**src/rtl/urs_pkg.sv**
```systemverilog
// Package with word types and command codes for the undo/redo snapshot ring.
package urs_pkg;

   localparam int DEPTH_DEFAULT      = 16;
   localparam int SNAP_WIDTH_DEFAULT = 64;
   localparam int WORD_WIDTH         = 64;

   typedef enum logic [1:0] {
      CMD_PUSH = 2'd0,
      CMD_UNDO = 2'd1,
      CMD_REDO = 2'd2
   } cmd_type;

   typedef struct packed {
      logic [1:0]            cmd;
      logic [WORD_WIDTH-1:0] snapshot_in;
   } req_word_type;

   typedef struct packed {
      logic [WORD_WIDTH-1:0] snapshot_out;
      logic                  done_res;
      logic                  undo_possible;
      logic                  redo_possible;
   } rsp_word_type;

endpackage

```
**src/rtl/undo_redo_snapshot_ring.sv**
```systemverilog
// Top level of the undo/redo snapshot ring: history store, pointers and result register.
//
//   channel | ports                        | direction | word
//   --------+------------------------------+-----------+---------------
//   request | req_valid req_stall req_word | in        | req_word_type
//   result  | rsp_valid rsp_stall rsp_word | out       | rsp_word_type
//
// Takes one command each cycle unless stalled; its result appears in the next cycle.
// Pointers update and the store is written or read at the edge that takes the command;
// the read data register feeds snapshot_out after a successful undo or redo, else zero.
// Synchronous reset empties the history; store contents stay undefined until written.
// A stalled result holds, and req_stall rises while it waits.
module undo_redo_snapshot_ring #(
   parameter int DEPTH      = urs_pkg::DEPTH_DEFAULT,
   parameter int SNAP_WIDTH = urs_pkg::SNAP_WIDTH_DEFAULT
) (
   input  logic                  clock,
   input  logic                  reset,
   input  logic                  req_valid,
   output logic                  req_stall,
   input  urs_pkg::req_word_type req_word,
   output logic                  rsp_valid,
   input  logic                  rsp_stall,
   output urs_pkg::rsp_word_type rsp_word
);

   import urs_pkg::*;

   localparam int PW = $clog2(DEPTH);
   localparam int CW = $clog2(DEPTH + 1);

   function automatic logic [PW-1:0] ring_idx(input logic [PW-1:0] base,
                                              input logic [PW-1:0] ofs);
      logic [PW:0] sum;
      sum = {1'b0, base} + {1'b0, ofs};
      if (sum >= (PW+1)'(DEPTH)) begin
         sum = sum - (PW+1)'(DEPTH);
      end
      return sum[PW-1:0];
   endfunction

   logic [SNAP_WIDTH-1:0] store_mem [DEPTH];

   logic [PW-1:0]         oldest_ff, oldest_in;
   logic [CW-1:0]         count_ff, count_in;
   logic [PW-1:0]         offset_ff, offset_in;
   logic [SNAP_WIDTH-1:0] cur_val_ff, cur_val_in;
   logic                  mv_pend_ff, mv_pend_in;
   logic [SNAP_WIDTH-1:0] rd_ff;

   logic                  rsp_valid_ff, rsp_valid_in;
   logic                  done_ff, undo_ff, redo_ff, move_ff;

   logic                  accept;
   logic [SNAP_WIDTH-1:0] snap;
   logic [SNAP_WIDTH-1:0] cur_val;
   logic                  push_ok, move_ok, done_w;
   logic [PW-1:0]         addr;

   assign req_stall = rsp_valid_ff & rsp_stall;
   assign accept    = req_valid & ~req_stall;
   assign snap      = req_word.snapshot_in[SNAP_WIDTH-1:0];
   assign cur_val   = mv_pend_ff ? rd_ff : cur_val_ff;

   always_comb begin
      oldest_in = oldest_ff;
      count_in  = count_ff;
      offset_in = offset_ff;
      push_ok   = 1'b0;
      move_ok   = 1'b0;
      addr      = ring_idx(oldest_ff, offset_ff);
      unique case (req_word.cmd)
         CMD_PUSH: begin
            if (count_ff == '0) begin
               push_ok   = 1'b1;
               count_in  = CW'(1);
               offset_in = '0;
               addr      = oldest_ff;
            end else if (cur_val != snap) begin
               push_ok = 1'b1;
               if (offset_ff == PW'(DEPTH - 1)) begin
                  oldest_in = ring_idx(oldest_ff, PW'(1));
                  offset_in = PW'(DEPTH - 1);
               end else begin
                  offset_in = offset_ff + PW'(1);
               end
               count_in = CW'(offset_in) + CW'(1);
               addr     = ring_idx(oldest_in, offset_in);
            end
         end
         CMD_UNDO: begin
            if (offset_ff != '0) begin
               move_ok   = 1'b1;
               offset_in = offset_ff - PW'(1);
               addr      = ring_idx(oldest_ff, offset_in);
            end
         end
         CMD_REDO: begin
            if (CW'(offset_ff) + CW'(1) < count_ff) begin
               move_ok   = 1'b1;
               offset_in = offset_ff + PW'(1);
               addr      = ring_idx(oldest_ff, offset_in);
            end
         end
         default: begin
         end
      endcase
      done_w     = push_ok | move_ok;
      cur_val_in = (accept && push_ok) ? snap : cur_val;
      mv_pend_in = accept & move_ok;
      rsp_valid_in = accept | (rsp_valid_ff & rsp_stall);
   end

   always_ff @(posedge clock) begin
      if (accept && push_ok) begin
         store_mem[addr] <= snap;
      end
      if (accept && move_ok) begin
         rd_ff <= store_mem[addr];
      end
   end

   always_ff @(posedge clock) begin
      cur_val_ff <= cur_val_in;
      if (accept) begin
         done_ff <= done_w;
         move_ff <= move_ok;
         undo_ff <= offset_in != '0;
         redo_ff <= CW'(offset_in) + CW'(1) < count_in;
      end
   end

   always_ff @(posedge clock) begin
      if (reset) begin
         oldest_ff    <= '0;
         count_ff     <= '0;
         offset_ff    <= '0;
         mv_pend_ff   <= 1'b0;
         rsp_valid_ff <= 1'b0;
      end else begin
         if (accept) begin
            oldest_ff <= oldest_in;
            count_ff  <= count_in;
            offset_ff <= offset_in;
         end
         mv_pend_ff   <= mv_pend_in;
         rsp_valid_ff <= rsp_valid_in;
      end
   end

   assign rsp_valid              = rsp_valid_ff;
   assign rsp_word.snapshot_out  = move_ff ? WORD_WIDTH'(rd_ff) : '0;
   assign rsp_word.done_res      = done_ff;
   assign rsp_word.undo_possible = undo_ff;
   assign rsp_word.redo_possible = redo_ff;

endmodule
```
**config.mk**
```make
export PLATFORM = sky130hd
export DESIGN_NAME = undo_redo_snapshot_ring
export DESIGN_NICKNAME = d
export VERILOG_FILES = /design/src/rtl/urs_pkg.sv /design/src/rtl/undo_redo_snapshot_ring.sv
export SDC_FILE = /design/constraint.sdc
export NUM_CORES = 1
export LEC_CHECK = 0
export ABC_AREA = 1
export BUFFER_PORTS_ARGS = -buffer_cell sky130_fd_sc_hd__buf_4
export CAP_MARGIN = 5
export CELL_PAD_IN_SITES_DETAIL_PLACEMENT = 0
export CELL_PAD_IN_SITES_GLOBAL_PLACEMENT = 2
export CORE_MARGIN = 2
export CORE_UTILIZATION = 43
export CTS_CLUSTER_SIZE = 30
export DETAILED_ROUTE_END_ITERATION = 7
export MAX_ROUTING_LAYER = met4
export PLACE_DENSITY_LB_ADDON = 0.08
export SKIP_LAST_GASP = 1
export SYNTH_ARGS = -nofsm -noshare
export SYNTH_HDL_FRONTEND = slang
export SYNTH_SLANG_ARGS = --single-unit
```
**constraint.sdc**
```tcl
create_clock -name clock -period 12.3 [get_ports clock]
set_input_delay 1.845 -clock clock [delete_from_list [all_inputs] [get_ports clock]]
set_output_delay 1.845 -clock clock [all_outputs]
set_load 0.02 [all_outputs]
```
==> run metrics, run 1 <==
run status finished, final reports clean; CP Buf/Inv Count 6; Syn. warnings 0; Final Hold Viols 0; vias per inst 5.13; P_leak 25.3 nW; core area 120000 um2; Worst-Skew Late Latency 0.74 ns; max_slew headroom 0.197; first-pass GRT wire length 231000 um; # hold bufs at CTS 0; VDD IR-drop max 0.000141 V; setup TNS 0 ns; Max stage delay on crit path 0.88 ns; Synth Instances 5461; Mean Syn Cell Area 9.56 um2; initial antenna violation count 6; post-cts sizing count 0; maximum fanout along the worst path 164; Die H roughly 350 um; GRT Residual Overflow 0; PortBufs 138; RD Place Congestion 0.794; vias in the first global route between 30000 and 40000; Initial DRT Pass Iterations 8; HP Class flop to flop; number of remaining DRC errors 0; Clk pin slew, worst setup/hold paths around 0.06 ns; die width 352 um; Top delay family on crit path simple AND/OR/NAND/NOR gates; #FFs+latches synth about 1200; maximum clock path buffer count 3; TritonCTS clock tree done; Yosys cell types 33; # fillers 11300; Most Frequent Cell on Critical Path nand2_1; Root Driver clkbuf_16; Initial Utilization 0.434; Die Area 124000 um2; Setup Fix Bufs, Post-CTS 0; WP data arrival 9.02 ns; row cnt 127; top cells by area, synth edfxtp_1 63%, nand2_1 20%, nand3_1 5.7%, dfxtp_1 3.0%, inv_1 2.3%; H-Tree Depth 4; Final Skew between 0.02 and 0.03 ns; Iter 0 DRT Violations roughly 3000; ratio of cells with drive above 1 in the final layout 0.0727; total nets after synthesis roughly 5600; CP Launch Type flop; Clock Sinks 1171; Final ANT Viol Nets 0; hpwl dp 77400 um; Req. time, crit path 12.90 ns; Final period util 0.684; DR WL/cell about 22 um; Fmax achieved 119 MHz; GRT Total Usage 0.255; worst-margin pin slew 1.20 ns; RSZ-0062 raised after global routing false; WHS 0.471 ns; Syn-to-layout area delta 12.5%; critical path class flop to flop; I/O pins 139; share of the yosys chip area belonging to registers 0.659; pin count of the biggest net entering global routing ~170; maxcap violations 0; synthesized area 52200 um2; CP endpoint kind flop; total CTS buffers roughly 130; Final setup viols 0; Slew Viols, Final 0; via total after detailed routing approximately 37000; post-synth top area cell edfxtp_1; power per cell area 173 nW/um2; Critical-path top delay cell buf_4; DRT Wirelength 155000 um; area share of the largest cell type after synthesis 0.628; Final nets around 5600; Tmin final 8.42 ns
-- cell type report --
class	instances	area, um2	area share
clock inverters	53	432	0.00735
repair buffers	199	1560	0.0265
multi-input cells	3663	15400	0.262
clock buffers	183	3730	0.0636
diodes	5	12.5	0.000213
inverters	328	1240	0.0212
flip-flops and latches	1171	34400	0.585
well taps	1612	2020	0.0343
-- power by group --
group	switching, W	internal [W]	leakage [nW]
Clock	0.00158	0.00226	2.03
Sequential	0.0000396	0.00449	10.5
Combinational	0.00131	0.000497	12.8
Total	0.00293	0.00724	25.3
-- routing by layer --
| layer | GRT usage | wire length, um |
|---|---|---|
| met4 | 0.0660 | 3280 |
| met3 | 0.0339 | 7570 |
| met2 | 0.405 | 72800 |
| met1 | 0.346 | 71500 |
| met5 | - | 0 |
-- final timing paths --
kind	cells after the start	endpoint	slack [ns]	startpoint
worst max-delay path	27	rd_ff[40]$_DFFE_PP_	3.88	mv_pend_ff$_SDFF_PP0_
worst min-delay path	2	count_ff[1]$_SDFFE_PP0P_	0.47	count_ff[1]$_SDFFE_PP0P_
worst max register to register	27	rd_ff[40]$_DFFE_PP_	3.88	mv_pend_ff$_SDFF_PP0_
worst min register to register	2	count_ff[1]$_SDFFE_PP0P_	0.47	count_ff[1]$_SDFFE_PP0P_
-- registers in the layout (all words and copies together) (netlist names) --
register / flops
offset_ff: 4
undo_ff: 1
done_ff: 1
mv_pend_ff: 1
rsp_valid: 1
store_mem: 1024
rd_ff: 64
cur_val_ff: 64
move_ff: 1
count_ff: 5
redo_ff: 1
oldest_ff: 4
-- cell usage after synthesis, drive strengths merged --
cell,instances
buf,232
o21bai,1
ha,28
a21o,1
nand2,2771
nor2,78
dfxtp,79
xor2,17
a21oi,38
edfxtp,1092
or2,1
a31oi,1
clkbuf,67
o22ai,2
o211ai,7
o21a,1
a22oi,1
nand3,598
nand3b,1
nor3b,1
nand4,7
xnor2,3
a211oi,2
fa,4
nor3,2
o21ai,98
inv,328
-- worst register-to-register path: cells and delay by family (launching register included) --
kind | cells | cell delay, ns
flops | 1 | 0.47
simple gates | 21 | 4.16
buf+inv | 6 | 3.65
-- metrics by stage --
step                utilization  instance area [um2]  cells  power (W)  setup slack, ns
global placement          0.454                54600   6973    0.00642             3.45
global route              0.489                58700   7214     0.0107             3.25
CTS                       0.489                58700   7209     0.0103             3.84
detailed placement        0.454                54600   6973    0.00643             3.53
finish                    0.489                58700   7214     0.0102             3.88
floorplan                     -                52200   5461    0.00586             5.47
-- layout by cell type, fill, tap and decap left out, types with 4 or more instances in the layout --
cell type   instances
o21ai_0            97
fa_1                4
buf_12              5
clkinv_1           24
nand2_1          2767
xor2_1             17
nand3_1           598
edfxtp_1         1092
a21oi_1            36
nor2_4             19
nand2_4             4
clkbuf_8            9
dfxtp_1            78
buf_4             194
nor2_1             59
clkinvlp_4          4
ha_1               28
clkbuf_1           35
o211ai_1            7
inv_1             324
clkinv_2           15
bufinv_16           7
clkbuf_16         139
diode_2             5
nand4_1             7
-- cells by family after synthesis --
kind of cell	Yosys count	synth area share
AOI/OAI and AO/OA	152	0.0155
xor gates and xnor gates	20	0.00336
adders and majority gates	32	0.00825
buffers and inverters	627	0.0505
and+or+nand+nor	3459	0.264
DFF	1171	0.659
(Power assumes the default switching activity.)
==> run 2: changes to the inputs <==
Settings changed: ABC_AREA 1 to 0, CORE_UTILIZATION 43 to 41.
Clock period 12.3 ns to 7.2 ns, I/O delays scaled along.
==> run metrics, run 2 <==
DRT Wirelength 157000 um (was 155000 um); reg2reg setup slack 0.70 ns (was 3.88 ns); FF-to-FF End rd_ff[41]$_DFFE_PP_ (was rd_ff[40]$_DFFE_PP_); Hold Crit Depth 2 (unchanged); largest registers store_mem (1024), cur_val_ff (64), rd_ff (64) (unchanged); crit path launch mv_pend_ff$_SDFF_PP0_ (unchanged); Mean Syn Cell Area 13.7 um2 (was 9.56 um2); worst hold start count_ff[0]$_SDFFE_PP0P_ (was count_ff[1]$_SDFFE_PP0P_); top cells by area, synth edfxtp_1 68%, a32oi_1 3.5%, dfxtp_1 3.3%, nand2_1 3.3%, nand3_1 2.8% (was edfxtp_1 63%, nand2_1 20%, nand3_1 5.7%, dfxtp_1 3.0%, inv_1 2.3%); Most Frequent Cell on Critical Path buf_4 (was nand2_1); fin util 0.475 (was 0.489); maxcap violations 0 (unchanged); Synth Instances 3529 (was 5461); CP Cell Sequence buf_12 > mux2i_1 > xnor2_1 > nor4_1 > nand4_1 > or4_1 > buf_4 > a311oi_2 > o22ai_1 > nor2_4 > buf_4 > buf_4 > a32oi_1 > o221ai_1; Tmin final 6.50 ns (was 8.42 ns); most frequent cell after synthesis edfxtp_1 (was nand2_1); share of the yosys chip area belonging to registers 0.710 (was 0.659); Syn. warnings 0 (unchanged); total nets after synthesis 3631 (was 5563); pin count of the biggest net entering global routing 193 (was 165); Clk pin slew, worst setup/hold paths 0.06 ns (about the same); core area 118000 um2 (was 120000 um2); Req. time, crit path 7.77 ns (was 12.90 ns); post-cts sizing count 0 (unchanged); pre-CTS setup slack 0.809 ns (was 3.53 ns); Main synth FF type edfxtp_1 (unchanged); WP data arrival 7.08 ns (was 9.02 ns); CP Launch Type flop (unchanged); hpwl dp 83100 um (was 77400 um); Final period util 0.903 (was 0.684); synthesized area 48400 um2 (was 52200 um2); Post-DP Area 51500 um2 (was 54600 um2); power per cell area 298 nW/um2 (was 173 nW/um2); ratio of cells with drive above 1 in the final layout 0.124 (was 0.0727); number of remaining DRC errors 0 (unchanged); max reg flops 1024 (unchanged); via total after detailed routing 32000 (was 37000); die width 348 um (was 352 um); commonest cells after routing, fill and taps aside 1092 x edfxtp_1, 419 x nand2_1, 267 x nand3_1, 219 x a21oi_1 (was 2767 x nand2_1, 1092 x edfxtp_1, 598 x nand3_1, 324 x inv_1, 194 x buf_4); Final Skew 0.0238 ns (was 0.0283 ns); Most flops, register store_mem (unchanged); ys async rst share 0 (unchanged); run status finished, final reports clean (unchanged); maximum clock path buffer count 3 (unchanged); PnR worst setup slack 0.695 ns (was 3.88 ns); maximum fanout along the worst path 38 (was 164); Final nets 3698 (was 5599); Syn-to-layout area delta 15.2% (was 12.5%); GRT Total Usage 0.265 (was 0.255); HP Class flop to flop (unchanged); CP endpoint kind flop (unchanged); Critical-path top delay cell nor4_1 (was buf_4); Yosys cell types 66 (was 33); first-pass GRT wire length 226000 um (was 231000 um); setup TNS 0 ns (unchanged); Die Area 121000 um2 (was 124000 um2); PortBufs 138 (unchanged); Initial DRT Pass Iterations 7 (was 8); post-synth top area cell edfxtp_1 (unchanged); RD Place Congestion 0.903 (was 0.794); Slew Viols, Final 0 (unchanged); Final Cell Area 55800 um2 (was 58700 um2); vias per inst 6.10 (was 5.13); Critical R2R Launch mv_pend_ff$_SDFF_PP0_ (unchanged); Setup Fix Bufs, Post-CTS 0 (unchanged); # hold bufs at CTS 0 (unchanged); H-Tree Depth 4 (unchanged); most common cell after layout, fill and taps aside edfxtp_1 (was nand2_1); hold path endpoint count_ff[0]$_SDFFE_PP0P_ (was count_ff[1]$_SDFFE_PP0P_); Fmax achieved 154 MHz (was 119 MHz); Die H 348 um (was 352 um); Clock Sinks 1171 (unchanged); Root Driver clkbuf_16 (unchanged); Post-synth EDFFs 1092 (unchanged); GRT Residual Overflow 0 (unchanged); Iter 0 DRT Violations 3377 (was 3046); VDD IR-drop max 0.000244 V (was 0.000141 V); P_leak 18.3 nW (was 25.3 nW); row cnt 126 (was 127); #FFs+latches synth 1171 (unchanged); Initial Utilization 0.412 (was 0.434); TritonCTS clock tree done (unchanged); top post-synthesis cells by count 1092 x edfxtp_1, 421 x nand2_1, 269 x nand3_1 (was 2771 x nand2_1, 1092 x edfxtp_1, 598 x nand3_1); DR WL/cell 30.0 um (was 21.5 um); Worst-Skew Late Latency 0.74 ns (about the same); WHS 0.546 ns (was 0.471 ns); Final setup viols 0 (unchanged); reg2reg path depth 14 (was 27); max_slew headroom 0.123 (was 0.197); # fillers 10300 (was 11300); I/O pins 139 (unchanged); RSZ-0062 raised after global routing false (unchanged); Final ANT Viol Nets 0 (unchanged); total CTS buffers 134 (unchanged); Final Hold Viols 0 (unchanged); Max stage delay on crit path 0.97 ns (was 0.88 ns); vias in the first global route 31600 (was 35600); area share of the largest cell type after synthesis 0.677 (was 0.628); worst-margin pin slew 1.31 ns (was 1.20 ns); initial antenna violation count 13 (was 6); critical path class flop to flop (unchanged)
==> run 2: where the power goes <==
part | switching, W | internal (W)
Combinational | 0.00155 | 0.000740
Clock | 0.00274 | 0.00392
Sequential | 0.0000548 | 0.00761
==> run 2: worst max-delay path: cells and delay by family (launching register included) <==
| family | cells | cell delay, ns |
|---|---|---|
| and+or+nand+nor | 4 | 2.16 |
| muxes | 1 | 0.30 |
| DFF | 1 | 0.67 |
| AOI/OAI and AO/OA | 4 | 1.15 |
| buffers and inverters | 4 | 1.71 |
| xor gates and xnor gates | 1 | 0.22 |
==> run 2: area by class of cell <==
type	count	area, um2	area share
flip-flops and latches	1171	34400	0.616
repair buffers	227	2140	0.0384
inverters	30	113	0.00202
clock buffers	198	3920	0.0703
well taps	1536	1920	0.0344
diodes	5	12.5	0.000224
clock inverters	50	395	0.00708
multi-input cells	2032	12900	0.232
==> run 2: layer usage <==
metal,up-vias,global-route usage,part of all wire
li1,13900,-,-
met1,16500,0.363,0.44
met2,1316,0.410,0.47
met3,249,0.0418,0.068
met4,0,0.0756,0.026
met5,-,-,0
==> run 2: worst max path at each step <==
| stage | end | slack [ns] | cells after the start |
|---|---|---|---|
| after global placement | rd_ff[38]$_DFFE_PP_ | 0.79 | 13 |
| after global routing | rd_ff[41]$_DFFE_PP_ | 0.64 | 14 |
| final | rd_ff[41]$_DFFE_PP_ | 0.70 | 14 |
| after floorplan | store_mem[0][0]$_DFFE_PP_ | 0.48 | 17 |
| after detailed placement | rd_ff[38]$_DFFE_PP_ | 0.81 | 13 |
| after CTS | rd_ff[38]$_DFFE_PP_ | 0.88 | 14 |
==> run 2: logic make-up (layout without fill, tap and decap cells) <==
kind of cell             after synthesis  count (layout)  share of synthesized area
adder cells (fa/ha/maj)               32              32                    0.00889
AND/OR/NAND/NOR                      992             992                     0.0938
XOR/XNOR                              86              86                     0.0158
flip-flops                          1171            1171                      0.710
multiplexers                          68              68                     0.0141
AO/OA/AOI/OAI                        854             854                      0.129
buffers and inverters                326             505                     0.0285
other                                  0               5                          0
==> run 2: per-stage QoR <==
step	std cells	power, W
5_1_grt	5249	0.0172
4_1_cts	5244	0.0167
3_3_place_gp	4996	0.0101
3_5_place_dp	4996	0.0101
2_1_floorplan	3529	0.00921
6_report	5249	0.0166
